### src/design/icv_pkg.sv
`default_nettype none
// ----------------------------------------------------------------------------
// icv_pkg
// Shared types, widths and codes for the impulse collision velocity block.
// ----------------------------------------------------------------------------
package icv_pkg;

  localparam int unsigned ONE_Q16       = 65536;
  localparam int unsigned QUEUE_DEPTH_D = 4;
  localparam int unsigned DIV_STEPS     = 17;

  // Widths of the intermediate results
  localparam int unsigned PRD_W = 57;  // (1+e) * dq
  localparam int unsigned P_W   = 42;  // impulse magnitude p
  localparam int unsigned A_W   = 44;  // p * n_i, rescaled
  localparam int unsigned M_W   = 62;  // a * f
  localparam int unsigned R_W   = 47;  // velocity plus delta

  typedef enum logic [1:0] {
    OC_APPLIED    = 2'd0,
    OC_SEPARATING = 2'd1,
    OC_EQUAL      = 2'd2,
    OC_NO_MASS    = 2'd3
  } outcome_t;

  typedef logic [2:0][31:0] vec3_t;
  typedef logic [2:0][17:0] nrm3_t;

  // Classified contact handed from front to back
  typedef struct packed {
    vec3_t            v1;
    vec3_t            v2;
    nrm3_t            n;
    logic [31:0]      im1;
    logic [31:0]      im2;
    logic [32:0]      sum;
    outcome_t         outcome;
    logic [PRD_W-1:0] prod;
  } entry_t;

endpackage
`default_nettype wire

### src/design/icv_queue.sv
`default_nettype none
// ----------------------------------------------------------------------------
// icv_queue
// Short first-in first-out queue of classified contacts.
// ----------------------------------------------------------------------------
module icv_queue #(
  parameter int unsigned DEPTH = icv_pkg::QUEUE_DEPTH_D
) (
  input  wire logic            clk,
  input  wire logic            rst,
  input  wire logic            push,
  input  wire icv_pkg::entry_t push_entry,
  input  wire logic            pop,
  output icv_pkg::entry_t      pop_entry,
  output logic                 full,
  output logic                 empty
);
  import icv_pkg::*;

  localparam int unsigned PW = (DEPTH > 1) ? $clog2(DEPTH) : 1;
  localparam int unsigned CW = $clog2(DEPTH + 1);

  entry_t          slots [DEPTH];
  logic [PW-1:0]   wr_ptr, rd_ptr;
  logic [CW-1:0]   count;

  assign full      = (count == CW'(DEPTH));
  assign empty     = (count == '0);
  assign pop_entry = slots[rd_ptr];

  // Advance pointers and count
  always_ff @(posedge clk) begin
    if (rst) begin
      wr_ptr <= '0;
      rd_ptr <= '0;
      count  <= '0;
    end else begin
      if (push) begin
        wr_ptr <= (wr_ptr == PW'(DEPTH - 1)) ? '0 : wr_ptr + 1'b1;
      end
      if (pop) begin
        rd_ptr <= (rd_ptr == PW'(DEPTH - 1)) ? '0 : rd_ptr + 1'b1;
      end
      if (push && !pop) begin
        count <= count + 1'b1;
      end else if (pop && !push) begin
        count <= count - 1'b1;
      end
    end
  end

  always_ff @(posedge clk) begin
    if (push) begin
      slots[wr_ptr] <= push_entry;
    end
  end

endmodule
`default_nettype wire

### config.mk
export PLATFORM = sky130hd
export DESIGN_NAME = icv_queue
export DESIGN_NICKNAME = d
export VERILOG_FILES = /design/src/design/icv_pkg.sv /design/src/design/icv_queue.sv
export SDC_FILE = /design/constraint.sdc
export NUM_CORES = 1
export LEC_CHECK = 0
export BUFFER_PORTS_ARGS = -buffer_cell sky130_fd_sc_hd__buf_2
export CORE_AREA = 2 2 325 327
export CTS_CLUSTER_SIZE = 10
export DETAILED_ROUTE_END_ITERATION = 6
export DIE_AREA = 0 0 327 329
export MAX_ROUTING_LAYER = met4
export PLACE_DENSITY = 0.79
export SLEW_MARGIN = 30
export SYNTH_ARGS = -nofsm -noshare
export SYNTH_HDL_FRONTEND = slang
export SYNTH_SLANG_ARGS = --single-unit
### constraint.sdc
create_clock -name clk -period 13.03 [get_ports clk]
set_input_delay 0.6515 -clock clk [delete_from_list [all_inputs] [get_ports clk]]
set_output_delay 0.6515 -clock clk [all_outputs]
set_load 0.05 [all_outputs]
==> results.yml, run 1 <==
finish:
  fin_nets: 3497
  postLayoutCellArea_mm2: 0.06914
  n_fill_cell: 6167
  drive_above_1_share: 0.4656
  syn_to_final_growth_pct: 17.45
  final_util: 0.6624
logic_synthesis:
  syn_nets: 2557
  syn_inst: 2144
  synth_cell_types: 20
  ys_ff_latch: 1617
  yosys_warnings: 0
  avgSynthCellArea_um2: 27.46
  synthesis.area_mm2: 0.05887
  yosysSeqAreaShare: 0.8233
route:
  drt_iter0_markers: 2736
  ant_nets: 0
  vias_per_cell: 6.113
  post-route-drc-count: 0
  routedWlPerCell_um: 30.66
  dr_total_vias: 27950
  routed_wl_um: 140200
  first_pass_iters: 7
floorplanning:
  die_w_um: 327
  io_pins: 810
  core.rowCount: 119
  die_area_mm2: 0.1076
  die_y_um: 329
  core_region_area_mm2: 0.1044
  start_util: 0.5640
clock_network:
  clk_latency_ns: 0.79
  clockRootBuffer: "clkbuf_16"
  cts_tree: "yes"
  clk_pin_slew_ns: 0.06
  post_cts_resized: 0
  hold_buffers: 0
  cts.sinks: 1617
  postCtsSetupRepairBufs: 0
  h-tree-depth: 4
  cts_buffers: 180
  clockBufferDepth: 3
setup_path:
  cp_num_buf_inv: 4
  cp_max_fo: 56
  ff2ff_setup_slack_ns: 8.75
  crit_path_start_kind: "flop"
  r2r-end: "slots[2][1]$_DFFE_PP_"
  cp.arrival_ns: 4.91
  cp_slowest_stage_delay_ns: 0.89
  r2r_start: "wr_ptr[0]$_SDFFE_PP0P_"
  cp.required_ns: 12.38
  cp_common_cell: "buf_4"
  r2r_cells: 6
  cp-end-kind: "output port"
  cp_cell_sequence: "buf_6 -> buf_4 -> buf_4 -> mux4_2 -> buf_2"
  critical_path_class: "reg -> out"
  crit_family: "buffers and inverters"
  slowest_stage: "dfxtp_4"
pwr:
  p_per_area_mw_per_mm2: 172.3
  leakage_uw: 0.02299
  worst_ir_drop_vdd_uv: 137.0
hold_path:
  hp-class: "in -> reg"
  worstHoldEndpoint: "slots[2][123]$_DFFE_PP_"
  hold_start: "push_entry[123]"
  holdPathStages: 1
outcome:
  outcome: "complete, no violations"
sta:
  rsz0062_at_grt: "false"
  tns_ns: 0
  tightest_slew_ns: 1.087
  hold_viol: 0
  post-route-min-period_ns: 5.561
  slew_headroom: 0.2755
  fmax_mhz: 179.8
  slew_violations: 0
  setup_violations: 0
  skew_ns: 0.03952
  fin_crit_sh: 0.4268
grt:
  grt_pass1_vias: 29270
  grtUsageTotal: 0.2605
  top_usage_layer: "met2"
  overflow: 0
  antenna_found_initial: 65
  grt_util_met1: 0.2984
  gr-usage-met3: 0.08214
  grt_pass1_wl_um: 197100
  use_met2: 0.4265
  grt_max_degree: 159
place:
  port_buffers: 809
  gp_congestion: 0.8298
  dpl_cell_area_mm2: 0.06404
  dpl.hpwl_um: 78160
job:
  cap_violations: 0
==> power by group <==
part           switching, uW  internal [uW]  total [uW]  leakage, uW
combinational           1080            417        1500      0.00580
clock                   1870           2490        4360      0.00235
sequential              79.1           5980        6060       0.0148
total                   3030           8880       11900       0.0230
==> flip-flops by register name, summed over array words and instances, names as in the netlist, named ones only <==
name	cells
wr_ptr	2
slots	1608
count	3
rd_ptr	2
==> layout by cell type (no fill, tap or decap) <==
master / count
edfxtp_1: 1608
buf_2: 809
mux4_2: 402
clkbuf_16: 183
diode_2: 68
clkbuf_1: 17
buf_4: 16
buf_12: 12
nor2_1: 7
dfxtp_1: 7
buf_16: 7
ha_1: 6
inv_6: 6
inv_1: 4
and2_4: 4
mux2i_1: 4
inv_16: 4
buf_6: 4
nor3b_1: 2
xor2_1: 2
a21oi_1: 2
dfxtp_4: 2
nor3_1: 1
o21ai_0: 1
or3_1: 1
fa_1: 1
clkinv_2: 1
clkinv_1: 1
==> synth_stat cells <==
library cell  count  area, um2
fa_1              1      20.02
buf_4             2      15.01
buf_2            40      200.2
nor3b_1           2      15.01
and2_1            4      25.02
dfxtp_1           9      180.2
a21oi_1           2      10.01
nor2_1            7      26.28
ha_1              6      75.07
inv_1             4      15.01
edfxtp_1       1608      48290
mux2i_1           4      40.04
buf_12           42      840.8
or3_1             1      6.260
clkbuf_1          5      18.77
o21ai_0           1      5.000
buf_6             1      11.26
mux4_2          402       9054
xor2_1            2      17.52
nor3_1            1      5.000
==> kinds of logic (layout without fill, tap and decap cells) <==
| family | Yosys count | in the layout | synth area share |
|---|---|---|---|
| AND/OR/NAND/NOR | 15 | 15 | 0.001318 |
| flip-flops | 1617 | 1617 | 0.8233 |
| XOR/XNOR | 2 | 2 | 0.0002976 |
| AO/OA/AOI/OAI | 3 | 3 | 0.0002550 |
| other | 0 | 68 | 0 |
| multiplexers | 406 | 406 | 0.1545 |
| adder cells (fa/ha/maj) | 7 | 7 | 0.001615 |
| buffers and inverters | 94 | 1064 | 0.01870 |
==> layer usage <==
layer  vias up  routed length [um]  share of wire
met2      1711               74360           0.53
met1     14710               46310           0.33
met5         -                   0              0
met4         0                5591          0.040
li1      11250                   -              -
met3       279               13940          0.099
==> stage by stage <==
stage                     setup slack, ns  hold slack [ns]  cells  power [uW]
after global placement              7.876           0.4802   4281        7566
final                               7.469          0.09495   4573       11910
after detailed placement            8.103           0.5376   4288        7621
after global routing                6.959          0.05153   4565       12220
after floorplan                     2.524           0.4603   2144        7303
after CTS                           7.239          0.03186   4500       11960
==> worst max-delay path by stage <==
stage                            endpoint  slack, ns  depth (start not counted)
finish                     pop_entry[248]       7.47                          5
global route                pop_entry[84]       6.96                          5
CTS                         pop_entry[84]       7.24                          5
detailed placement         pop_entry[245]       8.10                          5
global placement           pop_entry[248]       7.88                          5
floorplan           slots[0][0]$_DFFE_PP_       2.52                          1
==> layout make-up <==
type	instances	area, um2	share of cell area
Sequential cell	1617	48470	0.7011
Clock inverter	12	141.4	0.002045
Timing Repair Buffer	848	4647	0.06721
Antenna cell	68	170.2	0.002461
Clock buffer	200	4643	0.06716
Inverter	4	15.01	0.0002172
Multi-Input combinational cell	433	9309	0.1346
Tap cell	1391	1740	0.02517
Power figures use the tool's default switching activity.
==> run 2, diff against run 1 <==
--- a/config.mk
+++ b/config.mk
@@ -6,12 +6,12 @@
 export NUM_CORES = 1
 export LEC_CHECK = 0
 export BUFFER_PORTS_ARGS = -buffer_cell sky130_fd_sc_hd__buf_2
-export CORE_AREA = 2 2 325 327
+export CORE_AREA = 2 2 340 342
 export CTS_CLUSTER_SIZE = 10
 export DETAILED_ROUTE_END_ITERATION = 6
-export DIE_AREA = 0 0 327 329
+export DIE_AREA = 0 0 342 344
 export MAX_ROUTING_LAYER = met4
-export PLACE_DENSITY = 0.79
+export PLACE_DENSITY = 0.76
 export SLEW_MARGIN = 30
 export SYNTH_ARGS = -nofsm -noshare
 export SYNTH_HDL_FRONTEND = slang
==> constraint.sdc (replaced) <==
create_clock -name clk -period 5.1 [get_ports clk]
set_input_delay 0.255 -clock clk [delete_from_list [all_inputs] [get_ports clk]]
set_output_delay 0.255 -clock clk [all_outputs]
set_load 0.05 [all_outputs]
==> results.yml, run 2 (same netlist as run 1, synthesis figures left out) <==
setup_path:
  crit_family: "buffers and inverters"
  slowest_stage: "dfxtp_4"
  crit_end: "pop_entry[395]"
  cp_max_fo: 37
  cp.depth: 4
  cp_cell_sequence: "buf_12 -> buf_4 -> mux4_2 -> buf_2"
  cp.required_ns: 4.85
  cp.arrival_ns: 3.22
  r2r_cells: 5
  r2r-end: "slots[0][68]$_DFFE_PP_"
  cp_slowest_stage_delay_ns: 0.69
  cp-end-kind: "output port"
  ff2ff_setup_slack_ns: 2.57
  r2r_start: "wr_ptr[0]$_SDFFE_PP0P_"
  crit_path_start_kind: "flop"
  cp_num_buf_inv: 3
  critical_path_class: "reg -> out"
pwr:
  p_clk_frac: 0.369
  p_per_area_mw_per_mm2: 421.9
  p_switching_uw: 8007
  intPower_uw: 23150
  swShare: 0.2569
  power_uw: 31160
  p_seq_frac: 0.496
  pwr-share-comb: 0.135
  leakage_uw: 0.02502
  worst_ir_drop_vdd_uv: 381.5
route:
  vias_per_cell: 5.869
  drt_iter0_markers: 2542
  first_pass_iters: 7
  dr_total_vias: 30130
  routed_wl_um: 149700
  routedWlPerCell_um: 29.15
  ant_nets: 0
  post-route-drc-count: 0
clock_network:
  hold_buffers: 405
  clk_pin_slew_ns: 0.06
  clk_latency_ns: 0.75
  cts_buffers: 181
  cts_tree: "yes"
  h-tree-depth: 4
  cts.sinks: 1617
  clockRootBuffer: "clkbuf_16"
  postCtsSetupRepairBufs: 0
  post_cts_resized: 0
  clockBufferDepth: 3
finish:
  reg_top3: "slots (1608), count (3)"
  top_register: "slots"
  fin_nets: 3951
  final_common_cell: "edfxtp_1"
  postLayoutCellArea_mm2: 0.07386
  largest_register_ffs: 1608
  drive_above_1_share: 0.4187
  syn_to_final_growth_pct: 25.48
  final_cell_mix: "edfxtp_1 (1608), buf_2 (809), dlygate4sd3_1 (405)"
floorplanning:
  die_w_um: 342
  die_area_mm2: 0.1176
  die_y_um: 344
  io_pins: 810
  core_region_area_mm2: 0.1139
  core.rowCount: 124
  start_util: 0.5169
sta:
  fin_crit_sh: 0.6811
  tns_ns: 0
  post-route-min-period_ns: 3.474
  tightest_slew_ns: 0.8776
  skew_ns: 0.04348
  setup_violations: 0
  rsz0062_at_grt: "false"
  slew_violations: 0
  slew_headroom: 0.4149
  hold_viol: 0
  fmax_mhz: 287.9
hold_path:
  hp-class: "in -> reg"
grt:
  grt_pass1_vias: 31990
  antenna_found_initial: 26
  overflow: 0
  grtUsageTotal: 0.2555
  grt_pass1_wl_um: 212500
  grt_max_degree: 107
place:
  dpl.hpwl_um: 85310
  port_buffers: 809
  dpl_cell_area_mm2: 0.06469
  gp_congestion: 0.8219
outcome:
  outcome: "complete, no violations"
job:
  cap_violations: 0
==> run 2: area by class of cell <==
class | count | area (um2)
flip-flops and latches | 1617 | 48470
inverters | 4 | 15.01
clock buffers | 220 | 4761
multi-input cells | 433 | 9309
diodes | 32 | 80.08
fillers | 6943 | 40010
clock inverters | 15 | 282.8
repair buffers | 1301 | 9051
well taps | 1512 | 1892
==> run 2: power groups by stage <==
stage	registers [uW]	logic [uW]	clock network, uW
final	15500	4200	11500
after CTS	15400	4180	11600
after global placement	15600	3800	0
after detailed placement	15700	3880	0
after floorplan	15700	2800	0
after global routing	15500	4350	12100
==> run 2: worst min-delay path by stage <==
stage / startpoint / endpoint / slack, ns / cells past startpoint
2_1_floorplan: rst / count[2]$_SDFFE_PP0P_ / 0.32 / 1
3_3_place_gp: push_entry[114] / slots[3][114]$_DFFE_PP_ / 0.46 / 1
3_5_place_dp: push_entry[37] / slots[1][37]$_DFFE_PP_ / 0.47 / 1
4_1_cts: push_entry[265] / slots[0][265]$_DFFE_PP_ / 0.17 / 2
5_1_grt: push_entry[33] / slots[2][33]$_DFFE_PP_ / 0.21 / 2
6_report: push_entry[49] / slots[2][49]$_DFFE_PP_ / 0.25 / 2
==> run 2: per-stage QoR <==
step,cells,util,setup slack (ns),hold slack (ns)
CTS,5102,0.6479,1.459,0.1738
floorplan,2144,-,1.308,0.3241
detailed placement,4462,0.5680,2.332,0.4707
global route,5130,0.6485,1.384,0.2131
global placement,4456,0.5669,2.385,0.4627
finish,5134,0.6486,1.626,0.2527
==> run 2: layer usage <==
metal	global-route usage	up-vias	part of all wire
met2	0.4351	1873	0.53
li1	-	12140	-
met3	0.06421	295	0.095
met4	0.08352	0	0.032
met1	0.2990	15820	0.34
met5	-	-	0
